File: src/design/obse_pkg.sv
// ----------------------------------------------------------------------------
// obse_pkg: shared types and constants for the order book snapshot engine
// message codes, result codes, controller states and control structs
// ----------------------------------------------------------------------------
package obse_pkg;

  localparam int DEF_ORDER_SLOTS = 32;
  localparam int CNT_W = 6;
  localparam int SUM_W = CNT_W + 1;

  typedef enum logic [2:0] {
    OP_NEW       = 3'd0,
    OP_DELETE    = 3'd1,
    OP_MODIFY    = 3'd2,
    OP_TRADE     = 3'd3,
    OP_HEARTBEAT = 3'd4,
    OP_SNAPSHOT  = 3'd5
  } op_t;

  typedef enum logic [2:0] {
    ST_OK        = 3'd0,
    ST_NOT_FOUND = 3'd1,
    ST_EXCEEDS   = 3'd2,
    ST_FULL      = 3'd3,
    ST_UNKNOWN   = 3'd4,
    ST_DUPLICATE = 3'd5
  } status_t;

  typedef enum logic [1:0] {
    KIND_STATUS = 2'd0,
    KIND_INFO   = 2'd1,
    KIND_ENTRY  = 2'd2
  } kind_t;

  typedef enum logic [2:0] {
    S_IDLE,
    S_EXEC,
    S_COUNT,
    S_INFO,
    S_SCAN,
    S_EMIT
  } state_t;

  // commands from controller to datapath
  typedef struct packed {
    logic capture;
    logic exec;
    logic count_step;
    logic scan_step;
    logic scan_restart;
    logic load_info;
    logic load_entry;
  } cmd_t;

  // status from datapath to controller
  typedef struct packed {
    logic in_is_snap;
    logic scan_end;
    logic book_empty;
    logic entry_last;
    logic out_free;
  } stat_t;

endpackage

File: src/design/obse_ctrl.sv
// ----------------------------------------------------------------------------
// obse_ctrl: sequencer of the order book snapshot engine
// steps order messages through lookup and update, snapshots through scans
// ----------------------------------------------------------------------------
module obse_ctrl import obse_pkg::*; (
  input  logic  clk,
  input  logic  rst_n,
  input  logic  in_valid,
  output logic  in_ready,
  input  stat_t stat,
  output cmd_t  cmd
);

  state_t state_r, state_nxt;

  // state register
  always_ff @(posedge clk) begin
    if (!rst_n) begin
      state_r <= S_IDLE;
    end else begin
      state_r <= state_nxt;
    end
  end

  // next state and commands
  always_comb begin
    state_nxt = state_r;
    cmd = '0;
    in_ready = 1'b0;
    case (state_r)
      S_IDLE: begin
        in_ready = 1'b1;
        if (in_valid) begin
          cmd.capture = 1'b1;
          state_nxt = stat.in_is_snap ? S_COUNT : S_EXEC;
        end
      end
      S_EXEC: begin
        if (stat.out_free) begin
          cmd.exec = 1'b1;
          state_nxt = S_IDLE;
        end
      end
      S_COUNT: begin
        cmd.count_step = 1'b1;
        if (stat.scan_end) state_nxt = S_INFO;
      end
      S_INFO: begin
        if (stat.out_free) begin
          cmd.load_info = 1'b1;
          if (stat.book_empty) begin
            state_nxt = S_IDLE;
          end else begin
            cmd.scan_restart = 1'b1;
            state_nxt = S_SCAN;
          end
        end
      end
      S_SCAN: begin
        cmd.scan_step = 1'b1;
        if (stat.scan_end) state_nxt = S_EMIT;
      end
      S_EMIT: begin
        if (stat.out_free) begin
          cmd.load_entry = 1'b1;
          if (stat.entry_last) begin
            state_nxt = S_IDLE;
          end else begin
            cmd.scan_restart = 1'b1;
            state_nxt = S_SCAN;
          end
        end
      end
      default: state_nxt = S_IDLE;
    endcase
  end

endmodule

File: config.mk
export PLATFORM = sky130hd
export DESIGN_NAME = obse_ctrl
export DESIGN_NICKNAME = d
export VERILOG_FILES = /design/src/design/obse_pkg.sv /design/src/design/obse_ctrl.sv
export SDC_FILE = /design/constraint.sdc
export NUM_CORES = 1
export LEC_CHECK = 0
export BUFFER_PORTS_ARGS = -buffer_cell sky130_fd_sc_hd__buf_2
export CAP_MARGIN = 5
export CELL_PAD_IN_SITES_DETAIL_PLACEMENT = 1
export CELL_PAD_IN_SITES_GLOBAL_PLACEMENT = 1
export CORE_AREA = 2 2 39 41
export CTS_BUF_LIST = sky130_fd_sc_hd__clkbuf_16
export DETAILED_ROUTE_END_ITERATION = 16
export DIE_AREA = 0 0 41 43
export GPL_TIMING_DRIVEN = 0
export HOLD_SLACK_MARGIN = 0.12
export PLACE_DENSITY = 0.62
export SYNTH_ARGS = -nofsm -noshare
export SYNTH_HDL_FRONTEND = slang
export SYNTH_SLANG_ARGS = --single-unit
File: constraint.sdc
create_clock -name clk -period 1.2 [get_ports clk]
set_input_delay 0.3 -clock clk [delete_from_list [all_inputs] [get_ports clk]]
set_output_delay 0.3 -clock clk [all_outputs]
set_load 0.005 [all_outputs]
==> flow_summary_export.csv, run 1 <==
group,metric,value,unit
worst_setup_path,worst_r2r_endpoint,"state_r[2]",
floorplan,fp-row-count,14,
power_and_ir_drop,p_sw,0.255,mW
yosys,synthesis.instances,36,
sta,hold_viol,0,
grt,grt_pass1_wl,1.75,mm
power_and_ir_drop,combPwrFrac,0.292,
status,violations,"negative setup slack",
power_and_ir_drop,powerDensity,1610,nW/um2
cts,holdBufCountCts,0,
worst_setup_path,crit_required,900,ps
yosys,yosysTopAreaCellShare,0.211,
sta,rsz0062_at_grt,"true",
worst_setup_path,worstPathArrival,1070,ps
yosys,yosys.area.top_type,"dfxtp_1",
floorplan,die_x,41,um
drt,post-route-drc-count,0,
power_and_ir_drop,p_int,0.691,mW
worst_setup_path,rrSetupSlack,-110,ps
finish,diodes,0,
sta,max_freq,0.732,GHz
grt,gr-usage-all-layers,0.163,
sta,finClkSkew,2.97,ps
drt,wl_per_cell,14.4,um
grt,gr-total-overflow,0,
place,place_hpwl,585,um
worst_setup_path,worstSetupPathType,"register to output port",
drt,first_iter_violations,3,
place,portBuffers,15,
place,place.gp.congestion,0.688,
sta,slew_viol_final,0,
drt,via_count,369,
sta,finalSetupViolCount,11,
sta,max_slew_margin,0.821,
yosys,ys_types,21,
grt,grt_max_degree,11,
power_and_ir_drop,leakagePower,0.256,nW
cts,clkTransAtPathRegs,30,ps
floorplan,initial_core_util,0.205,
finish,fin_nets,68,
yosys,synth_seq_cells,3,
min_path,holdPathEnd,"state_r[2]",
cts,cts_buffers,3,
power_and_ir_drop,switching_share,0.269,
power_and_ir_drop,peakVddDrop,1.06,mV
drt,viasPerCell,4.92,
worst_setup_path,start_kind,"register",
finish,area_growth,107,%
floorplan,die_h,43,um
cts,clock-root-buffer,"clkbuf_16",
yosys,syn_area,284,um2
yosys,yosys_warnings,0,
cts,clk_latency,230,ps
cts,ctsHtreeMaxLevel,1,
sta,tightest_slew,268,ps
yosys,synth_area_per_cell,7.89,um2
place,place_ws,-148,ps
grt,antenna_found_initial,0,
sta,fin_crit_sh,1.14,
run,cap_viol_max_count,0,
floorplan,die-area,1760,um2
min_path,worstHoldStart,"rst_n",
finish,layout-drive-gt1-share,0.729,
floorplan,top_level_ports,16,
sta,tns,-1270,ps
worst_setup_path,r2r_cells,6,
finish,fill_cells,160,
min_path,hp-class,"primary input to register",
finish,regMostFlops,"state_r",
floorplan,core_area,1380,um2
finish,reg_top3,"state_r: 3 flops",
yosys,syn-num-nets,44,
finish,largest_reg_flops,3,
cts,cts_tree,"done",
drt,wl,1.08,mm
grt,grt_pass1_vias,393,
sta,period_needed,1370,ps
worst_setup_path,r2r-start,"state_r[0]",
min_path,hold_depth,3,
power_and_ir_drop,p_seq_frac,0.145,
yosys,ys_seq_area_frac,0.211,
worst_setup_path,critPathMaxFanout,7,
cts,cts_sinks,3,
drt,drt_pass1_iterations,4,
status,status,"finished, violations left",
power_and_ir_drop,clkPwrFrac,0.563,
cts,clk_path_buf_depth,2,
sta,fin_ws,-166,ps
drt,drtAntennaViolNets,0,
worst_setup_path,end_kind,"output port",
yosys,yosys-top-cells-area,"dfxtp_1 (21%), nor4b_4 (8.4%), nor2_1 (7.9%), nand3b_1 (5.3%), nand4b_2 (5.3%)",
-- through the flow --
| stage | instances | util | total power [mW] | hold WS, ps | area (um2) |
|---|---|---|---|---|---|
| 3_5_place_dp | 67 | 0.274 | 0.315 | 601 | 379 |
| 5_1_grt | 75 | 0.426 | 0.990 | 375 | 589 |
| 2_1_floorplan | 36 | - | 0.251 | 447 | 284 |
| 4_1_cts | 75 | 0.394 | 0.917 | 360 | 546 |
| 3_3_place_gp | 67 | 0.274 | 0.313 | 604 | 379 |
| 6_report | 75 | 0.426 | 0.946 | 356 | 589 |
-- cell families after synthesis --
group,after synthesis,synth area share
AND/OR/NAND/NOR,21,0.493
AO/OA/AOI/OAI,9,0.220
flip-flops,3,0.211
buffers and inverters,3,0.0749
-- cell usage after synthesis --
| cell type | n |
|---|---|
| nor2_1 | 6 |
| dfxtp_1 | 3 |
| nand2_1 | 3 |
| a21oi_1 | 2 |
| buf_2 | 2 |
| nand2b_1 | 2 |
| nand3b_1 | 2 |
| nor3_1 | 2 |
| o21a_1 | 2 |
| a21oi_2 | 1 |
| a221oi_1 | 1 |
| a22oi_1 | 1 |
| and3_1 | 1 |
| buf_6 | 1 |
| nand4b_2 | 1 |
| nor2b_1 | 1 |
| nor3_2 | 1 |
| nor3b_1 | 1 |
| nor4b_4 | 1 |
| o211ai_1 | 1 |
| o21ai_0 | 1 |
-- power by group through the flow --
stage / Combinational (mW) / Sequential (mW) / Clock [mW]
finish: 0.276 / 0.138 / 0.532
global route: 0.302 / 0.139 / 0.549
CTS: 0.246 / 0.134 / 0.538
detailed placement: 0.185 / 0.130 / 0
global placement: 0.183 / 0.130 / 0
floorplan: 0.123 / 0.127 / 0
-- worst max-delay path by stage --
| stage | from | to |
|---|---|---|
| 5_1_grt | state_r[2] | cmd[1] |
| 3_3_place_gp | state_r[0] | cmd[5] |
| 2_1_floorplan | state_r[2] | state_r[1] |
| 6_report | state_r[2] | cmd[1] |
| 4_1_cts | state_r[2] | cmd[1] |
| 3_5_place_dp | state_r[0] | cmd[5] |
-- worst max-delay path, cell delays in order (launching register included) --
cell      delay [ps]
dfxtp_4          360
buf_8            140
nand2b_4         140
nor2_1            90
buf_2            120
-- routing by layer --
layer,up-vias,share of wire,GRT usage
met5,-,0,0
met4,0,0.043,0.160
met3,5,0.057,0.0785
met2,11,0.51,0.206
met1,178,0.39,0.185
li1,175,-,-
-- layout make-up --
cell class | count | area [um2] | share of cell area
multi-input combinational | 30 | 273 | 0.463
timing repair buffer | 19 | 105 | 0.178
clock buffer | 3 | 75.1 | 0.127
sequential | 3 | 71.3 | 0.121
buffer | 3 | 41.3 | 0.0701
tap | 16 | 20.0 | 0.0340
clock inverter | 1 | 3.75 | 0.00637
-- placed cells by master, fill, tap and decap left out, types with 2 or more instances in the layout --
| master | instances |
|---|---|
| nor2_2 | 2 |
| buf_2 | 15 |
| nand2_1 | 2 |
| o21a_1 | 2 |
| nor2_1 | 2 |
| a21oi_2 | 2 |
| nor3_2 | 3 |
| nand2b_4 | 2 |
| nor2_4 | 2 |
| buf_8 | 2 |
| nand3b_1 | 2 |
| buf_4 | 4 |
| clkbuf_16 | 3 |
| dfxtp_4 | 3 |
-- repair_timing --
action                                  in CTS  in global routing
buffers inserted                             4                  0
gates resized for setup                     17                 10
endpoints found under the setup margin      11                 11
pin swaps                                    6                  0
Note: power is estimated with default switching activity, not from simulation.
==> run 2, diff against run 1 <==
--- a/config.mk
+++ b/config.mk
@@ -16,5 +16,5 @@
 export GPL_TIMING_DRIVEN = 0
 export HOLD_SLACK_MARGIN = 0.12
-export PLACE_DENSITY = 0.62
+export PLACE_DENSITY = 0.6
 export SYNTH_ARGS = -nofsm -noshare
 export SYNTH_HDL_FRONTEND = slang
==> constraint.sdc (replaced) <==
create_clock -name clk -period 1.3 [get_ports clk]
set_input_delay 0.26 -clock clk [delete_from_list [all_inputs] [get_ports clk]]
set_output_delay 0.26 -clock clk [all_outputs]
set_load 0.005 [all_outputs]
==> flow_summary_export.csv, run 2 (synthesis results as in run 1) <==
group,metric,value,unit
status,status,"finished, violations left",
status,violations,"negative setup slack",
power_and_ir_drop,powerDensity,1480,nW/um2
power_and_ir_drop,p_seq_frac,0.152,
floorplan,fp-row-count,14,
sta,tns,-2.00,ps
cts,ctsHtreeMaxLevel,1,
finish,reg_top3,"state_r: 3 flops",
min_path,hold_depth,3,
drt,wl,962,um
sta,max_slew_margin,0.847,
place,place.gp.congestion,0.707,
floorplan,die_h,43,um
worst_setup_path,start_kind,"register",
drt,post-route-drc-count,0,
sta,hold_viol,0,
drt,viasPerCell,4.53,
grt,grt_max_degree,11,
finish,largest_reg_flops,3,
sta,finClkSkew,4.44,ps
worst_setup_path,rrSetupSlack,30,ps
floorplan,top_level_ports,16,
sta,period_needed,1300,ps
sta,rsz0062_at_grt,"true",
sta,fin_ws,-2.00,ps
min_path,worstHoldStart,"rst_n",
power_and_ir_drop,leakagePower,0.254,nW
sta,slew_viol_final,0,
worst_setup_path,cp_cell_sequence,"buf_6 -> nand2_4 -> nor3_2 -> buf_2",
worst_setup_path,worstPathArrival,1040,ps
floorplan,core_area,1380,um2
floorplan,initial_core_util,0.205,
grt,gr-total-overflow,0,
drt,drt_pass1_iterations,3,
place,place_hpwl,643,um
sta,max_freq,0.768,GHz
worst_setup_path,crit_required,1040,ps
grt,grt_pass1_vias,363,
finish,final_cell_mix,"buf_2 (15), nor2_1 (4), buf_4 (4)",
power_and_ir_drop,combPwrFrac,0.272,
grt,gr-usage-all-layers,0.134,
finish,area_growth,97.8,%
min_path,hp-class,"primary input to register",
worst_setup_path,r2r-start,"state_r[2]",
finish,seqCellArea,71.3,um2
floorplan,die-area,1760,um2
worst_setup_path,worstSetupPathType,"register to output port",
worst_setup_path,r2r_cells,5,
worst_setup_path,critPathMaxFanout,7,
sta,tightest_slew,230,ps
cts,cts_tree,"done",
cts,cts_sinks,3,
power_and_ir_drop,peakVddDrop,0.671,mV
cts,cts_buffers,3,
worst_setup_path,crit_slowest_cell,"dfxtp_4",
power_and_ir_drop,p_sw,0.206,mW
finish,fin_nets,68,
worst_setup_path,end_kind,"output port",
power_and_ir_drop,p_int,0.624,mW
floorplan,die_x,41,um
run,cap_viol_max_count,0,
sta,holdWs,327,ps
min_path,holdPathEnd,"state_r[2]",
drt,via_count,340,
cts,clk_path_buf_depth,2,
drt,first_iter_violations,2,
sta,finalSetupViolCount,1,
power_and_ir_drop,clkPwrFrac,0.576,
finish,multi_input_area,249,um2
power_and_ir_drop,switching_share,0.248,
drt,drtAntennaViolNets,0,
finish,fill_cells,171,
cts,clkTransAtPathRegs,30,ps
grt,antenna_found_initial,0,
finish,diodes,0,
finish,regMostFlops,"state_r",
grt,grt_pass1_wl,1.53,mm
finish,finish.utilization,0.406,
sta,fin_crit_sh,1.00,
finish,layout-drive-gt1-share,0.661,
worst_setup_path,worst_path_largest_cell_delay,360,ps
finish,layout_commonest_cell,"buf_2",
cts,clk_latency,220,ps
drt,wl_per_cell,12.8,um
cts,clock-root-buffer,"clkbuf_16",
worst_setup_path,worst_r2r_endpoint,"state_r[1]",
place,portBuffers,15,
## run 2: worst max path at each step
stage,start,to,slack (ps),cells past startpoint
2_1_floorplan,state_r[2],state_r[1],150,5
3_3_place_gp,state_r[0],cmd[5],0.8,4
3_5_place_dp,state_r[0],cmd[5],-10,4
4_1_cts,state_r[2],cmd[2],-20,5
5_1_grt,state_r[1],cmd[3],-70,3
6_report,state_r[0],cmd[5],-2,4
## run 2: power by group through the flow
stage                     clock (mW)  sequential (mW)  combinational (mW)
after floorplan                    0            0.117               0.114
after global placement             0            0.120               0.167
after detailed placement           0            0.121               0.169
after CTS                      0.485            0.126               0.221
after global routing           0.499            0.129               0.247
final                          0.478            0.127               0.226
## run 2: per-layer routing
metal  wire length [um]  GRT usage  up-vias
li1                   -          -      175
met1                399      0.137      157
met2                531      0.238        8
met3                 32     0.0314        0
met4                  0     0.0600        0
met5                  0          0        -
## run 2: repair_timing
action / 4_1_cts / 5_1_grt
setup endpoints to repair: 8 / 10
hold buffers: 0 / 0
pin swaps: 5 / 2
endpoints found under the hold margin: 0 / 0
resized for setup: 20 / 1
setup buffers: 4 / 0
cloned: 0 / 0
## run 2: per-stage QoR
stage,cells,setup WS (ps),instance area (um2),power [mW]
finish,75,-2.00,562,0.830
global route,75,-74.5,562,0.875
CTS,75,-20.1,557,0.832
detailed placement,67,-10.7,379,0.290
global placement,67,0.788,379,0.287
floorplan,36,153,284,0.231
## run 2: worst max-delay path, delay by kind of cell (launching register included)
kind	cells	cell delay (ps)
and+or+nand+nor	2	200
buffers and inverters	2	260
DFF	1	360
## run 2: cell type report
| cell class | count | share of cell area |
|---|---|---|
| plain buffers | 3 | 0.0668 |
| clock buffers | 3 | 0.134 |
| clock inverters | 1 | 0.00668 |
| multi-input cells | 30 | 0.443 |
| flip-flops and latches | 3 | 0.127 |
| well taps | 16 | 0.0356 |
| repair buffers | 19 | 0.187 |
